`config.mk`:
```
export PLATFORM = sky130hd
export DESIGN_NAME = masked_hamming_sum_argmin
export DESIGN_NICKNAME = d
export VERILOG_FILES = /design/src/hdl/mhsa_pkg.sv /design/src/hdl/mhsa_fifo.sv /design/src/hdl/mhsa_front.sv /design/src/hdl/mhsa_back.sv /design/src/hdl/masked_hamming_sum_argmin.sv
export SDC_FILE = /design/constraint.sdc
export NUM_CORES = 1
export LEC_CHECK = 0
export BUFFER_PORTS_ARGS = -buffer_cell sky130_fd_sc_hd__clkbuf_2
export CAP_MARGIN = 15
export CORE_ASPECT_RATIO = 1.4
export CORE_MARGIN = 2
export CORE_UTILIZATION = 55
export DETAILED_ROUTE_END_ITERATION = 6
export PLACE_DENSITY = 0.76
export SLEW_MARGIN = 20
export SYNTH_ARGS = -nofsm -noshare
export SYNTH_HDL_FRONTEND = slang
export SYNTH_SLANG_ARGS = --single-unit
```
`constraint.sdc`:
```
create_clock -name clock -period 7 [get_ports clock]
set_clock_uncertainty 0.15 [all_clocks]
set_input_delay 0.35 -clock clock [delete_from_list [all_inputs] [get_ports clock]]
set_output_delay 0.35 -clock clock [all_outputs]
set_load 0.03 [all_outputs]
```
`src/hdl/mhsa_pkg.sv`:
```
// ----------------------------------------------------------------------------
// mhsa_pkg
// Shared types, constants and helpers for the masked Hamming-sum argmin block.
// ----------------------------------------------------------------------------
package mhsa_pkg;

   // field widths
   localparam int SIG_W   = 32;
   localparam int LABEL_W = 8;
   localparam int SCORE_W = 12;
   localparam int ONES_W  = $clog2(SIG_W + 1);

   // significant signature bits; words are always SIG_W wide on the ports
   localparam int SIG_BITS = 32;
   localparam logic [SIG_W-1:0] SIG_MASK =
      (SIG_BITS >= SIG_W) ? {SIG_W{1'b1}} : SIG_W'((64'd1 << SIG_BITS) - 64'd1);

   localparam logic [SCORE_W-1:0] SCORE_MAX = {SCORE_W{1'b1}};

   // queue depth between front and back, and of the result queue
   localparam int QUEUE_DEPTH = 4;

   // request function codes
   localparam logic FUNC_TABLE  = 1'b0;
   localparam logic FUNC_FINISH = 1'b1;

   typedef struct packed {
      logic               func;
      logic [SIG_W-1:0]   query_sig;
      logic [SIG_W-1:0]   cand_sig;
      logic [LABEL_W-1:0] cand_label;
      logic               table_last;
   } req_type;

   typedef struct packed {
      logic [LABEL_W-1:0] win_label;
      logic               found;
   } rsp_type;

   // classified operation handed from front to back
   typedef struct packed {
      logic               func;
      logic [ONES_W-1:0]  ones;
      logic [LABEL_W-1:0] label;
      logic               last;
   } op_type;

   // number of set bits in a signature word
   function automatic logic [ONES_W-1:0] count_ones(input logic [SIG_W-1:0] v);
      logic [ONES_W-1:0] n;
      n = '0;
      for (int i = 0; i < SIG_W; i++) begin
         n = n + ONES_W'(v[i]);
      end
      return n;
   endfunction

endpackage

```
`src/hdl/mhsa_fifo.sv`:
```
// ----------------------------------------------------------------------------
// mhsa_fifo
// Small register-based first-in first-out queue with full and empty flags.
// ----------------------------------------------------------------------------
module mhsa_fifo #(
   parameter int WIDTH = 8,
   parameter int DEPTH = 4
) (
   input  logic             clock,
   input  logic             reset,
   input  logic             push,
   input  logic [WIDTH-1:0] push_data,
   output logic             full,
   input  logic             pop,
   output logic [WIDTH-1:0] pop_data,
   output logic             empty
);

   localparam int PTR_W = (DEPTH > 1) ? $clog2(DEPTH) : 1;
   localparam int CNT_W = $clog2(DEPTH + 1);
   localparam logic [PTR_W-1:0] LAST_PTR = PTR_W'(DEPTH - 1);
   localparam logic [CNT_W-1:0] FULL_CNT = CNT_W'(DEPTH);

   logic [WIDTH-1:0] mem_ff [DEPTH];
   logic [PTR_W-1:0] wr_ptr_ff, wr_ptr_in;
   logic [PTR_W-1:0] rd_ptr_ff, rd_ptr_in;
   logic [CNT_W-1:0] count_ff, count_in;
   logic             do_push, do_pop;

   assign full     = (count_ff == FULL_CNT);
   assign empty    = (count_ff == '0);
   assign do_push  = push && !full;
   assign do_pop   = pop && !empty;
   assign pop_data = mem_ff[rd_ptr_ff];

   // pointer and fill count update
   always_comb begin
      wr_ptr_in = wr_ptr_ff;
      rd_ptr_in = rd_ptr_ff;
      count_in  = count_ff;
      if (do_push) begin
         wr_ptr_in = (wr_ptr_ff == LAST_PTR) ? '0 : wr_ptr_ff + 1'b1;
      end
      if (do_pop) begin
         rd_ptr_in = (rd_ptr_ff == LAST_PTR) ? '0 : rd_ptr_ff + 1'b1;
      end
      if (do_push && !do_pop) begin
         count_in = count_ff + 1'b1;
      end else if (do_pop && !do_push) begin
         count_in = count_ff - 1'b1;
      end
   end

   always_ff @(posedge clock) begin
      if (reset) begin
         wr_ptr_ff <= '0;
         rd_ptr_ff <= '0;
         count_ff  <= '0;
      end else begin
         wr_ptr_ff <= wr_ptr_in;
         rd_ptr_ff <= rd_ptr_in;
         count_ff  <= count_in;
      end
   end

   // storage
   always_ff @(posedge clock) begin
      if (do_push) begin
         mem_ff[wr_ptr_ff] <= push_data;
      end
   end

endmodule

```
`src/hdl/mhsa_front.sv`:
```
// ----------------------------------------------------------------------------
// mhsa_front
// Accepts requests, masks the signature difference and counts its ones.
// ----------------------------------------------------------------------------
module mhsa_front
   import mhsa_pkg::*;
(
   input  logic             clock,
   input  logic             reset,
   input  logic             req_push,
   input  req_type          req_data,
   output logic             req_full,
   input  logic [SIG_W-1:0] bit_mask,
   output logic             op_push,
   output op_type           op_data,
   input  logic             op_full
);

   logic               valid_ff, valid_in;
   logic               func_ff, func_in;
   logic [SIG_W-1:0]   diff_ff, diff_in;
   logic [LABEL_W-1:0] label_ff, label_in;
   logic               last_ff, last_in;
   logic               accept;

   // stage holds while the queue is full
   assign req_full = valid_ff && op_full;
   assign accept   = req_push && !req_full;
   assign op_push  = valid_ff && !op_full;

   always_comb begin
      valid_in = accept || req_full;
      func_in  = func_ff;
      diff_in  = diff_ff;
      label_in = label_ff;
      last_in  = last_ff;
      if (accept) begin
         func_in  = req_data.func;
         diff_in  = (req_data.query_sig ^ req_data.cand_sig) & bit_mask & SIG_MASK;
         label_in = req_data.cand_label;
         last_in  = req_data.table_last;
      end
   end

   always_ff @(posedge clock) begin
      if (reset) begin
         valid_ff <= 1'b0;
      end else begin
         valid_ff <= valid_in;
      end
   end

   always_ff @(posedge clock) begin
      func_ff  <= func_in;
      diff_ff  <= diff_in;
      label_ff <= label_in;
      last_ff  <= last_in;
   end

   // classified op toward the back end
   always_comb begin
      op_data.func  = func_ff;
      op_data.ones  = count_ones(diff_ff);
      op_data.label = label_ff;
      op_data.last  = last_ff;
   end

endmodule

```
`src/hdl/mhsa_back.sv`:
```
// ----------------------------------------------------------------------------
// mhsa_back
// Accumulates candidate scores, tracks the best one and queues finish results.
// ----------------------------------------------------------------------------
module mhsa_back
   import mhsa_pkg::*;
#(
   parameter int DEPTH = QUEUE_DEPTH
) (
   input  logic    clock,
   input  logic    reset,
   input  op_type  op_data,
   input  logic    op_empty,
   output logic    op_pop,
   output logic    rsp_empty,
   input  logic    rsp_pop,
   output rsp_type rsp_data
);

   localparam int RSP_W = $bits(rsp_type);

   logic [SCORE_W-1:0] running_ff, running_in;
   logic [SCORE_W-1:0] low_score_ff, low_score_in;
   logic [LABEL_W-1:0] best_class_ff, best_class_in;
   logic               any_found_ff, any_found_in;
   logic [SCORE_W:0]   sum;
   logic [SCORE_W-1:0] score;
   logic               res_push, res_full;
   rsp_type            res_data;
   logic [RSP_W-1:0]   res_rd;

   // a finish op waits for room in the result queue
   assign op_pop = !op_empty && ((op_data.func == FUNC_TABLE) || !res_full);

   // saturating score for the current table
   assign sum   = {1'b0, running_ff} + (SCORE_W + 1)'(op_data.ones);
   assign score = sum[SCORE_W] ? SCORE_MAX : sum[SCORE_W-1:0];

   always_comb begin
      running_in    = running_ff;
      low_score_in  = low_score_ff;
      best_class_in = best_class_ff;
      any_found_in  = any_found_ff;
      res_push      = 1'b0;
      res_data.win_label = any_found_ff ? best_class_ff : '0;
      res_data.found     = any_found_ff;
      if (op_pop) begin
         unique case (op_data.func)
            FUNC_FINISH: begin
               res_push      = 1'b1;
               running_in    = '0;
               low_score_in  = SCORE_MAX;
               best_class_in = '0;
               any_found_in  = 1'b0;
            end
            default: begin
               running_in = score;
               if (op_data.last) begin
                  // first closed candidate always wins; ties keep the earlier one
                  if (!any_found_ff || (score < low_score_ff)) begin
                     low_score_in  = score;
                     best_class_in = op_data.label;
                  end
                  any_found_in = 1'b1;
                  running_in   = '0;
               end
            end
         endcase
      end
   end

   always_ff @(posedge clock) begin
      if (reset) begin
         running_ff    <= '0;
         low_score_ff  <= SCORE_MAX;
         best_class_ff <= '0;
         any_found_ff  <= 1'b0;
      end else begin
         running_ff    <= running_in;
         low_score_ff  <= low_score_in;
         best_class_ff <= best_class_in;
         any_found_ff  <= any_found_in;
      end
   end

   // result queue
   mhsa_fifo #(
      .WIDTH (RSP_W),
      .DEPTH (DEPTH)
   ) u_rsp_fifo (
      .clock     (clock),
      .reset     (reset),
      .push      (res_push),
      .push_data (res_data),
      .full      (res_full),
      .pop       (rsp_pop),
      .pop_data  (res_rd),
      .empty     (rsp_empty)
   );

   assign rsp_data = rsp_type'(res_rd);

endmodule

```
`src/hdl/masked_hamming_sum_argmin.sv`:
```
// ----------------------------------------------------------------------------
// masked_hamming_sum_argmin
// Nearest-neighbor search by masked Hamming distance over streamed candidates.
// ----------------------------------------------------------------------------
// The block takes one request per clock while req_full is low. A table request
// carries one query and one candidate signature word; their masked difference
// is popcounted and added to the candidate's running score (saturating at
// 4095), and a request with table_last set closes the candidate. The lowest
// closed score wins, the earlier candidate on a tie. A finish request produces
// one response with the winning label and a found flag (label 0, found 0 when
// no candidate closed) and clears the search state; csr_wdata (bit_mask) is
// kept. Table requests produce no response. Throughput is one request per
// cycle while req_full is low, set by the front register stage (xor, mask,
// popcount) and the back stage's add and compare; the queue between them and
// the response queue absorb stalls on rsp_pop.
// Write csr_wdata only while no request is in flight.
module masked_hamming_sum_argmin
   import mhsa_pkg::*;
#(
   parameter int QUEUE_DEPTH_P = QUEUE_DEPTH
) (
   input  logic             clock,
   input  logic             reset,
   input  logic             req_push,
   input  req_type          req_data,
   output logic             req_full,
   output logic             rsp_empty,
   input  logic             rsp_pop,
   output rsp_type          rsp_data,
   input  logic             csr_we,
   input  logic [SIG_W-1:0] csr_wdata
);

   localparam int OP_W = $bits(op_type);

   logic [SIG_W-1:0] bit_mask_ff, bit_mask_in;
   logic             op_push, op_full, op_empty, op_pop;
   op_type           op_wr;
   logic [OP_W-1:0]  op_rd;

   // mask register
   assign bit_mask_in = csr_we ? csr_wdata : bit_mask_ff;

   always_ff @(posedge clock) begin
      if (reset) begin
         bit_mask_ff <= '1;
      end else begin
         bit_mask_ff <= bit_mask_in;
      end
   end

   mhsa_front u_front (
      .clock    (clock),
      .reset    (reset),
      .req_push (req_push),
      .req_data (req_data),
      .req_full (req_full),
      .bit_mask (bit_mask_ff),
      .op_push  (op_push),
      .op_data  (op_wr),
      .op_full  (op_full)
   );

   // decoupling queue between front and back
   mhsa_fifo #(
      .WIDTH (OP_W),
      .DEPTH (QUEUE_DEPTH_P)
   ) u_op_fifo (
      .clock     (clock),
      .reset     (reset),
      .push      (op_push),
      .push_data (op_wr),
      .full      (op_full),
      .pop       (op_pop),
      .pop_data  (op_rd),
      .empty     (op_empty)
   );

   mhsa_back #(
      .DEPTH (QUEUE_DEPTH_P)
   ) u_back (
      .clock     (clock),
      .reset     (reset),
      .op_data   (op_type'(op_rd)),
      .op_empty  (op_empty),
      .op_pop    (op_pop),
      .rsp_empty (rsp_empty),
      .rsp_pop   (rsp_pop),
      .rsp_data  (rsp_data)
   );

endmodule
```
==> flow_summary.toml <==
[worst_setup_path]
crit_path_start_kind = "flop"
path_cells = "ha_1 > inv_1 > fa_1 > fa_1 > fa_1 > fa_1 > fa_1 > fa_1 > inv_1 > fa_1 > fa_1 > a21o_1 > a21oi_1 > xnor2_1"
critical_path_arrival_ps = 5440
crit_slowest_cell = "fa_1"
r2r_start = "u_front.diff_ff[0]$_DFFE_PP_"
cp-end-kind = "flop"
max_stage_delay_ps = 540
cpLargestDelayFamily = "adder cells"
crit_top_cell = "fa_1"
crit_path_max_fanout = 4
critPathKind = "reg -> reg"
worstRegToRegCells = 14
crit_start = "u_front.diff_ff[0]$_DFFE_PP_"
r2r_end = "u_op_fifo.mem_ff[3][13]$_DFFE_PP_"
required_ps = 7080
rrSetupSlack_ps = 1640
path_buf_inv = 2

[cts]
cts_setup_buffers = 0
htree_levels = 1
clkTransAtPathRegs_ps = 60
cts.path.max_buffers = 3
cts_tree = "yes"
clock_sinks = 226
ctsRootBufferMaster = "clkbuf_16"
clock_latency_ps = 510
hold_buffers = 43
numCtsBuffers = 22
cts_resized = 0

[route]
vias = 6087
vias_per_cell = 5.23
drtIter0Drc = 373
drc_errors = 0
antenna_left = 0
drtPass1Iterations = 4
wl_um = 18200
wl_per_cell_um = 15.7

[sta]
max_slew_margin = 0.289
slew_viol_final = 0
rsz0062_at_grt = "no"
setup_viol_count_final = 0
timing.fmax_mhz = 187
worst_hold_slack_ps = 115
worst_pin_slew_ps = 1070
fin_tns_setup_ps = 0
period_minus_slack_ps = 5360
finalHoldViolCount = 0
timing.final.crit_share = 0.766

[placement]
hpwl_um = 13000
gp_congestion = 0.840
io_buffer_count = 121
post_dp_cell_area_mm2 = 0.0109

[synth]
yosys_most_used_dff = "edfxtp_1"
synth_edf_count = 142
netlist_instances = 737
synth_most_common_cell = "edfxtp_1"
avgSynthCellArea_um2 = 13.7
yosysTopAreaCellShare = 0.423
ys_ff_latch = 226
synth_area_leader_cell = "edfxtp_1"
seq_area_frac_synth = 0.590
synth.net_count = 912
synth_warnings = 0
ys_top_cells_by_count = "142 x edfxtp_1, 84 x dfxtp_1, 63 x inv_1, 50 x nand2_1, 49 x and2_1"
synth_async_sr_flop_share = 0
ys_types = 53
synthTopCellsByArea = "edfxtp_1 42%, dfxtp_1 17%, mux4_2 5.6%"
syn-cell-area_mm2 = 0.0101

[floorplanning]
core_mm2 = 0.0180
die_h_um = 164
rows = 58
dieWidth_um = 118
initial_core_util = 0.560
io_pins = 122
die_area_mm2 = 0.0194

[pwr]
p_per_area_mw_per_mm2 = 461
peakVddDrop_v = 0.000432
leakagePower_nw = 5.01

[layout]
seqCellArea_mm2 = 0.00595
multi_input_area_mm2 = 0.00381
final_area_mm2 = 0.0121
nFillCells = 1340
nets = 1083
drive_above_1_share = 0.206
area_growth_pct = 20.0
finish.utilization = 0.672
diodes = 0

[global_route]
antenna_found_initial = 0
grt_pass1_wl_um = 30200
track_usage = 0.194
overflow = 0
grt_max_degree = 43
grt_pass1_vias = 6585

[min_path]
min_delay_worst_endpoint = "u_front.diff_ff[30]$_DFFE_PP_"
hold_path.startpoint = "req_data[71]"
holdCritPathClass = "in -> reg"
hold_depth = 3

[job]
maxCapViolCount = 0

[status]
status = "finished clean"
## kinds of logic after synthesis
| family | synth area share |
|---|---|
| flip-flops | 0.590 |
| AND/OR/NAND/NOR | 0.0816 |
| AO/OA/AOI/OAI | 0.0616 |
| buffers and inverters | 0.0331 |
| multiplexers | 0.0977 |
| adder cells (fa/ha/maj) | 0.0996 |
| XOR/XNOR | 0.0365 |
## power by group
group          switching [W]  internal, W
sequential          0.000139      0.00196
clock               0.000483     0.000699
combinational        0.00131     0.000980
## registers in the layout (all words and copies together) (netlist names), 2 cells and up, named ones only
| name | cells |
|---|---|
| u_back.low_score_ff | 12 |
| u_back.u_rsp_fifo.wr_ptr_ff | 2 |
| u_back.best_class_ff | 8 |
| u_back.running_ff | 12 |
| u_op_fifo.mem_ff | 64 |
| bit_mask_ff | 32 |
| u_op_fifo.wr_ptr_ff | 2 |
| u_op_fifo.count_ff | 3 |
| u_back.u_rsp_fifo.rd_ptr_ff | 2 |
| u_back.u_rsp_fifo.mem_ff | 36 |
| u_front.label_ff | 8 |
| u_back.u_rsp_fifo.count_ff | 3 |
| u_front.diff_ff | 32 |
| u_op_fifo.rd_ptr_ff | 2 |
## routing by layer
metal	global-route usage	vias to the layer above	wire length, um
met5	0	-	0
met4	0.0622	0	463
met3	0.0278	36	890
met2	0.393	168	10100
met1	0.203	2911	6760
li1	-	2972	-
## layout make-up
class | count | share of cell area
flip-flops and latches | 226 | 0.492
inverters | 65 | 0.0202
clock inverters | 9 | 0.00911
clock buffers | 31 | 0.0516
repair buffers | 167 | 0.0876
multi-input cells | 426 | 0.315
well taps | 240 | 0.0248
## cells in the final DEF, fill, tap and decap left out, drive strengths merged, types with 4 or more instances in the layout
cell type | synthesis | final
mux2i | 41 | 41
a22oi | 7 | 7
a21oi | 19 | 19
dlygate4sd3 | 0 | 43
nor2 | 32 | 32
dfxtp | 84 | 84
a22o | 8 | 8
and2 | 49 | 49
mux4 | 25 | 25
fa | 27 | 27
ha | 37 | 37
a211oi | 4 | 4
nor3 | 11 | 11
o21ai | 13 | 13
o211ai | 4 | 4
nand2 | 50 | 50
a2bb2oi | 10 | 10
edfxtp | 142 | 142
nand3 | 5 | 5
clkbuf | 8 | 152
xor2 | 38 | 38
xnor2 | 4 | 4
clkinv | 0 | 5
a21o | 7 | 7
inv | 65 | 65
or3 | 4 | 4
## worst max path at each step
stage          cells after the start  slack (ps)                              endpoint
2_1_floorplan                     14        1790     u_op_fifo.mem_ff[0][13]$_DFFE_PP_
3_3_place_gp                      14        1710     u_op_fifo.mem_ff[0][13]$_DFFE_PP_
3_5_place_dp                      15        1630  u_back.best_class_ff[4]$_SDFFE_PP0P_
4_1_cts                           14        1610     u_op_fifo.mem_ff[3][13]$_DFFE_PP_
5_1_grt                           15        1250  u_back.best_class_ff[0]$_SDFFE_PP0P_
6_report                          14        1640     u_op_fifo.mem_ff[3][13]$_DFFE_PP_
## through the flow
stage / power, W / setup WS, ps / std cells
3_3_place_gp: 0.00428 / 1710 / 1081
3_5_place_dp: 0.00441 / 1630 / 1081
6_report: 0.00558 / 1640 / 1164
2_1_floorplan: 0.00384 / 1790 / 737
5_1_grt: 0.00597 / 1250 / 1164
4_1_cts: 0.00563 / 1610 / 1164
## tightest hold or removal path, delay by kind of cell
family	cells	cell delay, ps
xor gates and xnor gates	1	100
buffers and inverters	1	80
and+or+nand+nor	1	120
Power figures use the tool's default switching activity.
